[src/rtl/dnsa_pkg.sv]
// ----------------------------------------------------------------------------
// dnsa_pkg
// shared types and constants of the dns a record extractor
// ----------------------------------------------------------------------------
`timescale 1ns / 1ps

package dnsa_pkg;

    localparam int MAX_PACKET_DEF = 512;

    localparam int          HDR_LEN   = 12;
    localparam logic [15:0] FIXED_LEN = 16'd10;
    localparam logic [15:0] QFIX_LEN  = 16'd4;
    localparam logic [15:0] ADDR_LEN  = 16'd4;
    localparam logic [7:0]  PTR_MARK  = 8'hC0;
    localparam logic [15:0] TYPE_A    = 16'd1;
    localparam logic [15:0] CLASS_IN  = 16'd1;

    typedef enum logic [11:0] {
        PH_HEADER = 12'b0000_0000_0001,
        PH_QNAME  = 12'b0000_0000_0010,
        PH_QLABEL = 12'b0000_0000_0100,
        PH_QPTR   = 12'b0000_0000_1000,
        PH_QFIXED = 12'b0000_0001_0000,
        PH_ANAME  = 12'b0000_0010_0000,
        PH_ALABEL = 12'b0000_0100_0000,
        PH_APTR   = 12'b0000_1000_0000,
        PH_AFIXED = 12'b0001_0000_0000,
        PH_RDSKIP = 12'b0010_0000_0000,
        PH_ADDR   = 12'b0100_0000_0000,
        PH_IDLE   = 12'b1000_0000_0000
    } phase_t;

    typedef struct packed {
        logic        found;
        logic [31:0] ipv4_address;
    } result_t;

endpackage

[src/rtl/dnsa_parser.sv]
// ----------------------------------------------------------------------------
// dnsa_parser
// per-byte message parser state, emits at most one result per transaction
// ----------------------------------------------------------------------------
`timescale 1ns / 1ps

module dnsa_parser
    import dnsa_pkg::*;
#(
    parameter int MAX_PACKET = MAX_PACKET_DEF
) (
    input  logic        aclk,
    input  logic        aresetn,
    input  logic        step,
    input  logic [7:0]  packet_byte,
    input  logic        last_byte,
    output logic        res_valid,
    output result_t     res
);

    localparam int POS_W = $clog2(MAX_PACKET + 1);
    localparam logic [POS_W-1:0] POS_MAX = POS_W'(MAX_PACKET);

    logic [POS_W-1:0] pos_reg, pos_next;
    phase_t           phase_reg, phase_next;
    logic [15:0]      skip_reg, skip_next;
    logic [15:0]      ans_reg, ans_next;
    logic [47:0]      fixed_reg, fixed_next;
    logic [31:0]      addr_reg, addr_next;
    logic             seen_reg, seen_next;

    logic        parse_en;
    logic        match;
    logic [15:0] skip_dec;
    logic [15:0] ans_dec;
    logic [15:0] byte_ext;

    always_comb begin
        pos_next   = pos_reg;
        phase_next = phase_reg;
        skip_next  = skip_reg;
        ans_next   = ans_reg;
        fixed_next = fixed_reg;
        addr_next  = addr_reg;
        seen_next  = seen_reg;
        match      = 1'b0;
        skip_dec   = skip_reg - 16'd1;
        ans_dec    = ans_reg - 16'd1;
        byte_ext   = {8'd0, packet_byte};
        parse_en   = !seen_reg && (pos_reg < POS_MAX);

        if (parse_en) begin
            case (phase_reg)
                PH_HEADER: begin
                    if (pos_reg == POS_W'(6) || pos_reg == POS_W'(7)) begin
                        ans_next = {ans_reg[7:0], packet_byte};
                    end
                    if (pos_reg == POS_W'(HDR_LEN - 1)) begin
                        phase_next = PH_QNAME;
                    end
                end
                PH_QNAME: begin
                    if (packet_byte == 8'd0) begin
                        phase_next = PH_QFIXED;
                        skip_next  = QFIX_LEN;
                    end else if ((packet_byte & PTR_MARK) == PTR_MARK) begin
                        phase_next = PH_QPTR;
                    end else begin
                        phase_next = PH_QLABEL;
                        skip_next  = byte_ext;
                    end
                end
                PH_QLABEL: begin
                    skip_next = skip_dec;
                    if (skip_dec == 16'd0) begin
                        phase_next = PH_QNAME;
                    end
                end
                PH_QPTR: begin
                    phase_next = PH_QFIXED;
                    skip_next  = QFIX_LEN;
                end
                PH_QFIXED: begin
                    skip_next = skip_dec;
                    if (skip_dec == 16'd0) begin
                        phase_next = (ans_reg == 16'd0) ? PH_IDLE : PH_ANAME;
                    end
                end
                PH_ANAME: begin
                    if (packet_byte == 8'd0) begin
                        phase_next = PH_AFIXED;
                        skip_next  = FIXED_LEN;
                        fixed_next = '0;
                    end else if ((packet_byte & PTR_MARK) == PTR_MARK) begin
                        phase_next = PH_APTR;
                    end else begin
                        phase_next = PH_ALABEL;
                        skip_next  = byte_ext;
                    end
                end
                PH_ALABEL: begin
                    skip_next = skip_dec;
                    if (skip_dec == 16'd0) begin
                        phase_next = PH_ANAME;
                    end
                end
                PH_APTR: begin
                    phase_next = PH_AFIXED;
                    skip_next  = FIXED_LEN;
                    fixed_next = '0;
                end
                PH_AFIXED: begin
                    // type and class bytes, then rdata length; ttl is dropped
                    if (skip_reg > 16'd6 || skip_reg <= 16'd2) begin
                        fixed_next = {fixed_reg[39:0], packet_byte};
                    end
                    skip_next = skip_dec;
                    if (skip_dec == 16'd0) begin
                        if (fixed_next[47:32] == TYPE_A && fixed_next[31:16] == CLASS_IN
                                && fixed_next[15:0] == ADDR_LEN) begin
                            phase_next = PH_ADDR;
                            skip_next  = ADDR_LEN;
                            addr_next  = '0;
                        end else begin
                            ans_next = ans_dec;
                            if (fixed_next[15:0] == 16'd0) begin
                                phase_next = (ans_dec == 16'd0) ? PH_IDLE : PH_ANAME;
                            end else begin
                                phase_next = PH_RDSKIP;
                                skip_next  = fixed_next[15:0];
                            end
                        end
                    end
                end
                PH_RDSKIP: begin
                    skip_next = skip_dec;
                    if (skip_dec == 16'd0) begin
                        phase_next = (ans_reg == 16'd0) ? PH_IDLE : PH_ANAME;
                    end
                end
                PH_ADDR: begin
                    addr_next = {addr_reg[23:0], packet_byte};
                    skip_next = skip_dec;
                    if (skip_dec == 16'd0) begin
                        phase_next = PH_IDLE;
                        match      = 1'b1;
                    end
                end
                PH_IDLE: begin
                end
                default: begin
                    phase_next = PH_IDLE;
                end
            endcase
        end

        if (pos_reg != POS_MAX) begin
            pos_next = pos_reg + POS_W'(1);
        end
        seen_next = seen_reg | match;

        res_valid        = match || (last_byte && !seen_reg);
        res.found        = match;
        res.ipv4_address = match ? addr_next : 32'd0;

        // end of message returns everything to the start state
        if (last_byte) begin
            pos_next   = '0;
            phase_next = PH_HEADER;
            skip_next  = '0;
            ans_next   = '0;
            fixed_next = '0;
            addr_next  = '0;
            seen_next  = 1'b0;
        end
    end

    always_ff @(posedge aclk) begin
        if (!aresetn) begin
            pos_reg   <= '0;
            phase_reg <= PH_HEADER;
            skip_reg  <= '0;
            ans_reg   <= '0;
            fixed_reg <= '0;
            addr_reg  <= '0;
            seen_reg  <= 1'b0;
        end else if (step) begin
            pos_reg   <= pos_next;
            phase_reg <= phase_next;
            skip_reg  <= skip_next;
            ans_reg   <= ans_next;
            fixed_reg <= fixed_next;
            addr_reg  <= addr_next;
            seen_reg  <= seen_next;
        end
    end

endmodule

[src/rtl/dnsa_out_buf.sv]
// ----------------------------------------------------------------------------
// dnsa_out_buf
// two-entry result buffer between the parser and the result channel
// ----------------------------------------------------------------------------
`timescale 1ns / 1ps

module dnsa_out_buf
    import dnsa_pkg::*;
(
    input  logic    aclk,
    input  logic    aresetn,
    input  logic    push,
    input  result_t push_data,
    output logic    can_push,
    output logic    out_valid,
    input  logic    out_ready,
    output result_t out_data
);

    localparam logic [1:0] DEPTH = 2'd2;

    result_t    slot_mem [2];
    logic       wr_ptr_reg, wr_ptr_next;
    logic       rd_ptr_reg, rd_ptr_next;
    logic [1:0] count_reg, count_next;
    logic       pop;

    always_comb begin
        out_valid   = (count_reg != 2'd0);
        can_push    = (count_reg != DEPTH);
        out_data    = slot_mem[rd_ptr_reg];
        pop         = out_valid && out_ready;
        wr_ptr_next = push ? ~wr_ptr_reg : wr_ptr_reg;
        rd_ptr_next = pop ? ~rd_ptr_reg : rd_ptr_reg;
        count_next  = count_reg + {1'b0, push} - {1'b0, pop};
    end

    always_ff @(posedge aclk) begin
        if (!aresetn) begin
            wr_ptr_reg <= 1'b0;
            rd_ptr_reg <= 1'b0;
            count_reg  <= 2'd0;
        end else begin
            wr_ptr_reg <= wr_ptr_next;
            rd_ptr_reg <= rd_ptr_next;
            count_reg  <= count_next;
        end
    end

    always_ff @(posedge aclk) begin
        if (push) begin
            slot_mem[wr_ptr_reg] <= push_data;
        end
    end

endmodule

[src/rtl/dns_a_record_extractor.sv]
// Takes a DNS response one byte per transaction on the s_ side (s_tlast on the final byte)
// and gives exactly one result per message on the m_ side: m_tuser high with the IPv4
// address of the first A record (type 1, class 1, rdata length 4), or m_tuser low with a
// zero address when the message ends without one. A byte is parsed in the cycle it is
// accepted, one byte every cycle while s_tready is high; the result is written to the
// buffer with the byte that completes the address or with the last byte. Results wait in
// a two-entry buffer, so s_tready drops only while both entries hold results that
// m_tready has not taken. Bytes at position MAX_PACKET or later are not parsed.
// ----------------------------------------------------------------------------
// dns_a_record_extractor
// streaming dns response parser that reports the first a record address
// ----------------------------------------------------------------------------
`timescale 1ns / 1ps

module dns_a_record_extractor
    import dnsa_pkg::*;
#(
    parameter int MAX_PACKET = MAX_PACKET_DEF
) (
    input  logic        aclk,
    input  logic        aresetn,
    input  logic        s_tvalid,
    output logic        s_tready,
    input  logic [7:0]  s_tdata,   // [7:0] packet_byte
    input  logic        s_tlast,
    output logic        m_tvalid,
    input  logic        m_tready,
    output logic [31:0] m_tdata,   // [31:0] ipv4_address
    output logic        m_tuser    // [0] found
);

    logic    step;
    logic    res_valid;
    result_t res;
    result_t head;
    logic    can_push;

    assign s_tready = can_push;
    assign step     = s_tvalid && can_push;

    dnsa_parser #(
        .MAX_PACKET (MAX_PACKET)
    ) u_parser (
        .aclk        (aclk),
        .aresetn     (aresetn),
        .step        (step),
        .packet_byte (s_tdata),
        .last_byte   (s_tlast),
        .res_valid   (res_valid),
        .res         (res)
    );

    dnsa_out_buf u_out_buf (
        .aclk      (aclk),
        .aresetn   (aresetn),
        .push      (step && res_valid),
        .push_data (res),
        .can_push  (can_push),
        .out_valid (m_tvalid),
        .out_ready (m_tready),
        .out_data  (head)
    );

    assign m_tdata = head.ipv4_address;
    assign m_tuser = head.found;

endmodule

[config.mk]
export PLATFORM = sky130hd
export DESIGN_NAME = dns_a_record_extractor
export DESIGN_NICKNAME = d
export VERILOG_FILES = /design/src/rtl/dnsa_pkg.sv /design/src/rtl/dnsa_parser.sv /design/src/rtl/dnsa_out_buf.sv /design/src/rtl/dns_a_record_extractor.sv
export SDC_FILE = /design/constraint.sdc
export NUM_CORES = 1
export LEC_CHECK = 0
export BUFFER_PORTS_ARGS = -buffer_cell sky130_fd_sc_hd__buf_2
export CAP_MARGIN = 20
export CORE_MARGIN = 8
export CORE_UTILIZATION = 52
export CTS_CLUSTER_DIAMETER = 200
export DETAILED_ROUTE_END_ITERATION = 16
export PLACE_DENSITY = 0.78
export SLEW_MARGIN = 20
export SYNTH_ARGS = -nofsm -noshare
export SYNTH_HDL_FRONTEND = slang
export SYNTH_SLANG_ARGS = --single-unit
[constraint.sdc]
create_clock -name aclk -period 8.6 [get_ports aclk]
set_clock_uncertainty 0.2 [all_clocks]
set_input_delay 2.58 -clock aclk [delete_from_list [all_inputs] [get_ports aclk]]
set_output_delay 2.58 -clock aclk [all_outputs]
set_load 0.03 [all_outputs]
-- Yosys cells after proc, flatten, opt, wreduce, memory -nomap -nowiden
Memory sizes are Yosys's and may differ from the RTL's. A register that Yosys moved wholly into a read port is not among the register bits.
Cells that the tools add are included.
- multiplexer cells: 55
- $lt $le $gt $ge: 3
- reduce and logical (&&, ||, !) cells: 29
- add/subtract/negate cells: 5
- eq/ne operators: 31
- bitwise logic cells: 3
- operators with widths (operator ; number):
    two-way mux 48 bit ; 6
    two-way mux 16 bit ; 13
    two-way mux 12 bit ; 14
    two-way mux 32 bit ; 5
    one-hot mux 48 bit (3 select lines) ; 1
    one-hot mux 12 bit (11 select lines) ; 1
    one-hot mux 16 bit (6 select lines) ; 1
    zero test 16 bit ; 4
    one-hot mux 32 bit (2 select lines) ; 1
    == test 16 x 1 -> 1 bit, second input constant ; 2
    one-hot mux 16 bit (2 select lines) ; 1
    subtractor 16 x 1 -> 16 bit, second input constant ; 2
    != test 3 x 2 -> 1 bit, second input constant ; 7
    == test 10 x 3 -> 1 bit, second input constant ; 2
    two-way mux 10 bit ; 2
    == test 16 x 3 -> 1 bit, second input constant ; 1
    > comparator 16 x 3 -> 1 bit, second input constant ; 1
    less-or-equal comparator 16 x 2 -> 1 bit, second input constant ; 1
    == test 12 x 1 -> 1 bit, second input constant ; 1
    == test 12 x 10 -> 1 bit, second input constant ; 1
    == test 12 x 11 -> 1 bit, second input constant ; 1
    == test 12 bit, second input constant ; 1
    == test 12 x 2 -> 1 bit, second input constant ; 1
    == test 12 x 3 -> 1 bit, second input constant ; 1
    other kinds (36) ; 55
- memories: 1
- bits in registers: 139
- RAM bits: 66
- output and inout port bits: 35
- memory list (name ; words ; bits a word ; rd ports ; clocked after Yosys merged registers in ; write ports ; RTL line ; source):
    u_out_buf.slot_mem ; 2 ; 33 ; 1 ; 1 ; 1 ; dnsa_out_buf.sv:22 ; result_t slot_mem [2];

-- Longest topological paths before layout
- depth in word-level cells: 13
- gate-level depth with buffers: 15
- mapped depth without buffers: 14

-- Hierarchy
Synthesis repeated with hierarchy kept, for this count alone.
- cell total of the unflattened synthesis: 1044
- area, all modules: 10088.4 um2
- by module, submodules not included (module ; times used ; area an instance (um2) ; cells each):
    dnsa_parser ; 1 ; 7320.8 ; 916
    dnsa_out_buf ; 1 ; 2755.1 ; 126
    dns_a_record_extractor ; 1 ; 12.5 ; 2

-- Worst setup path before layout
OpenSTA, ideal clock, no wires.
- kind: input -> register
- start: input port s_tlast
- end: memory u_out_buf.slot_mem[0][0] in the netlist's numbering, enable pin
- arrival: 4.904 ns
- cell stages on the path: 6
- required time: 7.977 ns
- slack: 3.073 ns
- library setup time: 0.423 ns
- path through: clkbuf_1 clkbuf_1 inv_1 nor2_1 o21ai_0 nor2_1
- cells in the longest elaborated chain, start to end: 5
- ends and longest elaborated chain (item ; RTL line ; source):
    from (decl) ; dns_a_record_extractor.sv:25 ; input logic s_tlast,
    logical AND 1 bit ; dnsa_parser.sv:162 ; res_valid = match || (last_byte && !seen_reg);
    logical OR 1 bit ; dnsa_parser.sv:162 ;
    logical AND 1 bit ; dns_a_record_extractor.sv:56 ; .push (step && res_valid),
    two-way mux 1 bit ; dnsa_out_buf.sv:51 ; if (push) begin
    two-way mux 1 bit (not written as such) ; dnsa_out_buf.sv:52 ; slot_mem[wr_ptr_reg] <= push_data;
    to (decl) ; dnsa_out_buf.sv:22 ;
No other way between the ends.

-- Final worst setup path
- start: input port s_tdata[4]
- end: register u_parser.skip_reg[7]
- cells in the longest elaborated chain, start to end: 10
- elaborated cells between the ends (all ways): 15
- those cells by class: eq/ne: 1; mux: 11; reduce/logical: 3
- ends and longest elaborated chain (item ; RTL line ; source):
    from (decl) ; dns_a_record_extractor.sv:24 ; input logic [7:0] s_tdata,
    two-way mux 48 bit ; dnsa_parser.sv:114 ; if (skip_reg > 16'd6 || skip_reg <= 16'd2) begin
    two-way mux 48 bit ; dnsa_parser.sv:53 ; case (phase_reg)
    two-way mux 48 bit ; dnsa_parser.sv:52 ; if (parse_en) begin
    zero test 16 bit / == test 16 x 3 -> 1 bit (equally long branches) ; dnsa_parser.sv:126, dnsa_parser.sv:120 ;
    two-way mux 16 bit / logical AND 1 bit (equally long branches) ; dnsa_parser.sv:126, dnsa_parser.sv:120 ;
    two-way mux 16 bit ; dnsa_parser.sv:119 ; if (fixed_next[47:32] == TYPE_A && fixed_next[31:16] == CLASS_IN
    two-way mux 16 bit ; dnsa_parser.sv:118 ; if (skip_dec == 16'd0) begin
    one-hot mux 16 bit (6 select lines) * ; dnsa_parser.sv:53 ;
    two-way mux 16 bit * ; dnsa_parser.sv:52 ;
    two-way mux 16 bit * ; dnsa_parser.sv:167 ; if (last_byte) begin
    to (signal assigned) ; dnsa_parser.sv:190 ; skip_reg <= skip_next;
    to (decl) ; dnsa_parser.sv:26 ; logic [15:0] skip_reg, skip_next;
Mark *: on every way between the ends. The rest lies on a longest branch, timed or not. The select of a mux whose other input is x is not followed.
A chain may end at the register's enable or synchronous reset.

==> run metrics <==
status=finished clean; final setup vio count=0; max reg flops=66; clock-pin slew on the worst setup and hold paths=around 70 ps; Post-Syn Area=around 10000 µm²; Arrival @ worst endpoint=around 5400 ps; Seq/Total Area, Yosys=0.476; Die Wd=roughly 150 µm; initial antenna violation count=2; Clk Latency, worst-skew pair=450 ps; Pwr Density=between 200 and 250 nW/µm²; global-route wire length before repair=40200 µm; ANT nets after route=0; hold_sp=u_parser.addr_reg[20]$_SDFFE_PN0P_; hold path endpoint=u_parser.addr_reg[20]$_SDFFE_PN0P_; Power, Total=roughly 2.3 mW; Startpoint Class=input pin; drt pass-1 iters=7; max incr delay on CP=550 ps; Hold WC Path Type=reg2reg; FF-to-FF Start=u_parser.skip_reg[0]$_SDFFE_PN0P_; Post-synth EDFFs=66; CTS max path bufs=2; crit path cell chain=buf_2 -> or4_1 -> or3_1 -> nor3_1 -> mux2i_1 -> nand3_1 -> nor3_1 -> o311ai_0 -> nor4_1; die area=roughly 23000 µm²; Critical R2R Capture=u_out_buf.count_reg[1]$_SDFF_PN0_; total negative slack=0 ps; dominant cells by area after synthesis=dfxtp_1 (27%), edfxtp_1 (20%), a22oi_1 (4.6%); Yosys cell types=64; num ports=between 40 and 50; clock tree root driver cell=clkbuf_16; DP HPWL=16800 µm; chip height=around 150 µm; CTS sink count=198; Worst R2R Path Depth=14; leak pwr=between 3 and 4 nW; r2r setup slk=about 4100 ps; # rows=50; total track usage=0.210; total of max-cap violations=0; CP most frequent cell=nor3_1; GRT Residual Overflow=0; slowest cell on the critical path=or3_1; vias=between 8k and 9k; maximum clock rate=roughly 0.19 GHz; DRT iter0 DRCs=1032; post-synthesis register bit count=198; CP Capture Type=flop; Final Cycle Share=0.619; number of remaining DRC errors=0; cts hold-fix bufs=0; Slew Limit Fails=0; largest net degree at the start of global routing=between 70 and 80; Initial Utilization=0.525; hold path depth=1; final WL=about 25000 µm; layout cells sized above 1=0.147; dominant synthesized flop cell=dfxtp_1; postcts setup bufs=0; H-tree Lvls=4; worst-margin pin slew=about 1000 ps; Worst slew margin=0.323; critical-path maximum fanout=9; Ys Warns=0; Vias/cell=~6.4; total CTS buffers=17; CTS tree=built; Crit Path Class=in2reg; post-CTS sizing=0; Syn Inst Count=between 1k and 1.5k; Fin. Hold Viols=0; Area Growth Syn to Fin=10.5%; ys async rst share=0; Mapped Nets=1040; Yosys top cell area share=0.272; Routed wire per std cell=around 19 µm; count of input and output buffers=47; Worst Path Required=between 8000 and 9000 ps; Max rail drop VDD=around 0.14 mV; NumNets Final=between 1k and 1.5k; vias in the first global route=between 7k and 8k; core area=between 15000 and 20000 µm²; Min Clock Period, post-route=about 5300 ps; Final GP Congestion=0.959; Mean Syn Cell Area=between 9 and 10 µm²; leading area contributor after synthesis=dfxtp_1; RSZ-0062 raised after global routing=false
-- synth_stat cells (8+ instances only) --
master      n
inv_1      15
o31ai_1     8
or3_1      19
a22oi_1    59
nor4_1     25
mux2i_1    27
a22o_1     24
nor3_1     38
xor2_1     11
nand4_1    16
o211ai_1   12
and2_1     39
or4_1      15
clkbuf_1   61
nor2_1    115
or2_2       8
ha_1       10
dfxtp_1   132
nand3_1    30
o21ai_0    35
nand2b_1   10
xnor2_1    15
nor4b_1     8
edfxtp_1   66
mux2_2     35
nand2_1    70
a21oi_1    29
-- final cells by class --
cell class / instances / area (µm²)
Sequential cell: 198 / 4620
Tap cell: 234 / 293
Clock buffer: 17 / 425
Antenna cell: 1 / 2.50
Timing Repair Buffer: 62 / 348
Clock inverter: 15 / 185
Multi-Input combinational cell: 738 / 4800
Inverter: 15 / 56.3
Fill cell: 1563 / 7780
-- how the worst max path moves through the flow --
stage	depth (start not counted)	startpoint	slack [ps]	end
6_report	9	s_tdata[4]	3280	u_parser.skip_reg[7]$_SDFFE_PN0P_
5_1_grt	9	s_tdata[4]	3050	u_parser.skip_reg[12]$_SDFFE_PN0P_
4_1_cts	9	s_tdata[4]	3340	u_parser.skip_reg[12]$_SDFFE_PN0P_
3_5_place_dp	9	s_tdata[4]	2890	u_parser.skip_reg[12]$_SDFFE_PN0P_
3_3_place_gp	9	s_tdata[4]	2960	u_parser.skip_reg[10]$_SDFFE_PN0P_
2_1_floorplan	6	s_tlast	3070	u_out_buf.slot_mem[0][0]$_DFFE_PP_
-- routing by layer --
metal / wire [µm] / share of wire / vias up / GRT usage
li1: - / - / 3830 / -
met1: 10700 / 0.43 / 3940 / 0.260
met2: 11800 / 0.48 / 321 / 0.348
met3: 1640 / 0.067 / 49 / 0.0513
met4: 494 / 0.020 / 2 / 0.0782
met5: 10 / 0.00041 / - / 0
-- worst max-delay path, delay by kind of cell --
| family | cells | cell delay, ps |
|---|---|---|
| AO/OA/AOI/OAI | 1 | 400 |
| buffers and inverters | 1 | 160 |
| multiplexers | 1 | 280 |
| AND/OR/NAND/NOR | 6 | 2010 |
-- cell families after synthesis --
kind of cell	count (synthesis)	share of synthesized area
buffers and inverters	81	0.0337
adder cells (fa/ha/maj)	10	0.0129
AO/OA/AOI/OAI	218	0.160
XOR/XNOR	26	0.0234
multiplexers	62	0.0684
flip-flops	198	0.476
AND/OR/NAND/NOR	422	0.226
-- through the flow --
step	area (µm²)	hold slack [ps]	std cells	setup WS (ps)	util
global placement	10100	253	1247	2960	0.547
global route	10700	299	1280	3050	0.580
CTS	10700	279	1279	3340	0.580
detailed placement	10100	262	1247	2890	0.547
floorplan	9710	240	1017	3070	-
finish	10700	278	1280	3280	0.580
-- where the power goes --
| group | internal (mW) | switching, mW | leakage, nW |
|---|---|---|---|
| sequential | 0.997 | 0.0218 | 1.70 |
| clock | 0.442 | 0.382 | 0.295 |
| combinational | 0.156 | 0.296 | 1.90 |
| total | 1.60 | 0.700 | 3.89 |
-- layout by cell type, fill, tap and decap left out, types with 17 or more instances in the layout --
| cell type | count |
|---|---|
| or3_1 | 19 |
| nand3_1 | 30 |
| clkbuf_16 | 17 |
| nor2_1 | 113 |
| a22o_1 | 24 |
| mux2i_1 | 27 |
| buf_2 | 47 |
| dfxtp_1 | 132 |
| mux2_2 | 35 |
| edfxtp_1 | 66 |
| nor3_1 | 37 |
| nand2_1 | 70 |
| and2_1 | 39 |
| o21ai_0 | 35 |
| a21oi_1 | 29 |
| nor4_1 | 25 |
| a22oi_1 | 59 |
Note: power is estimated with default switching activity, not from simulation.
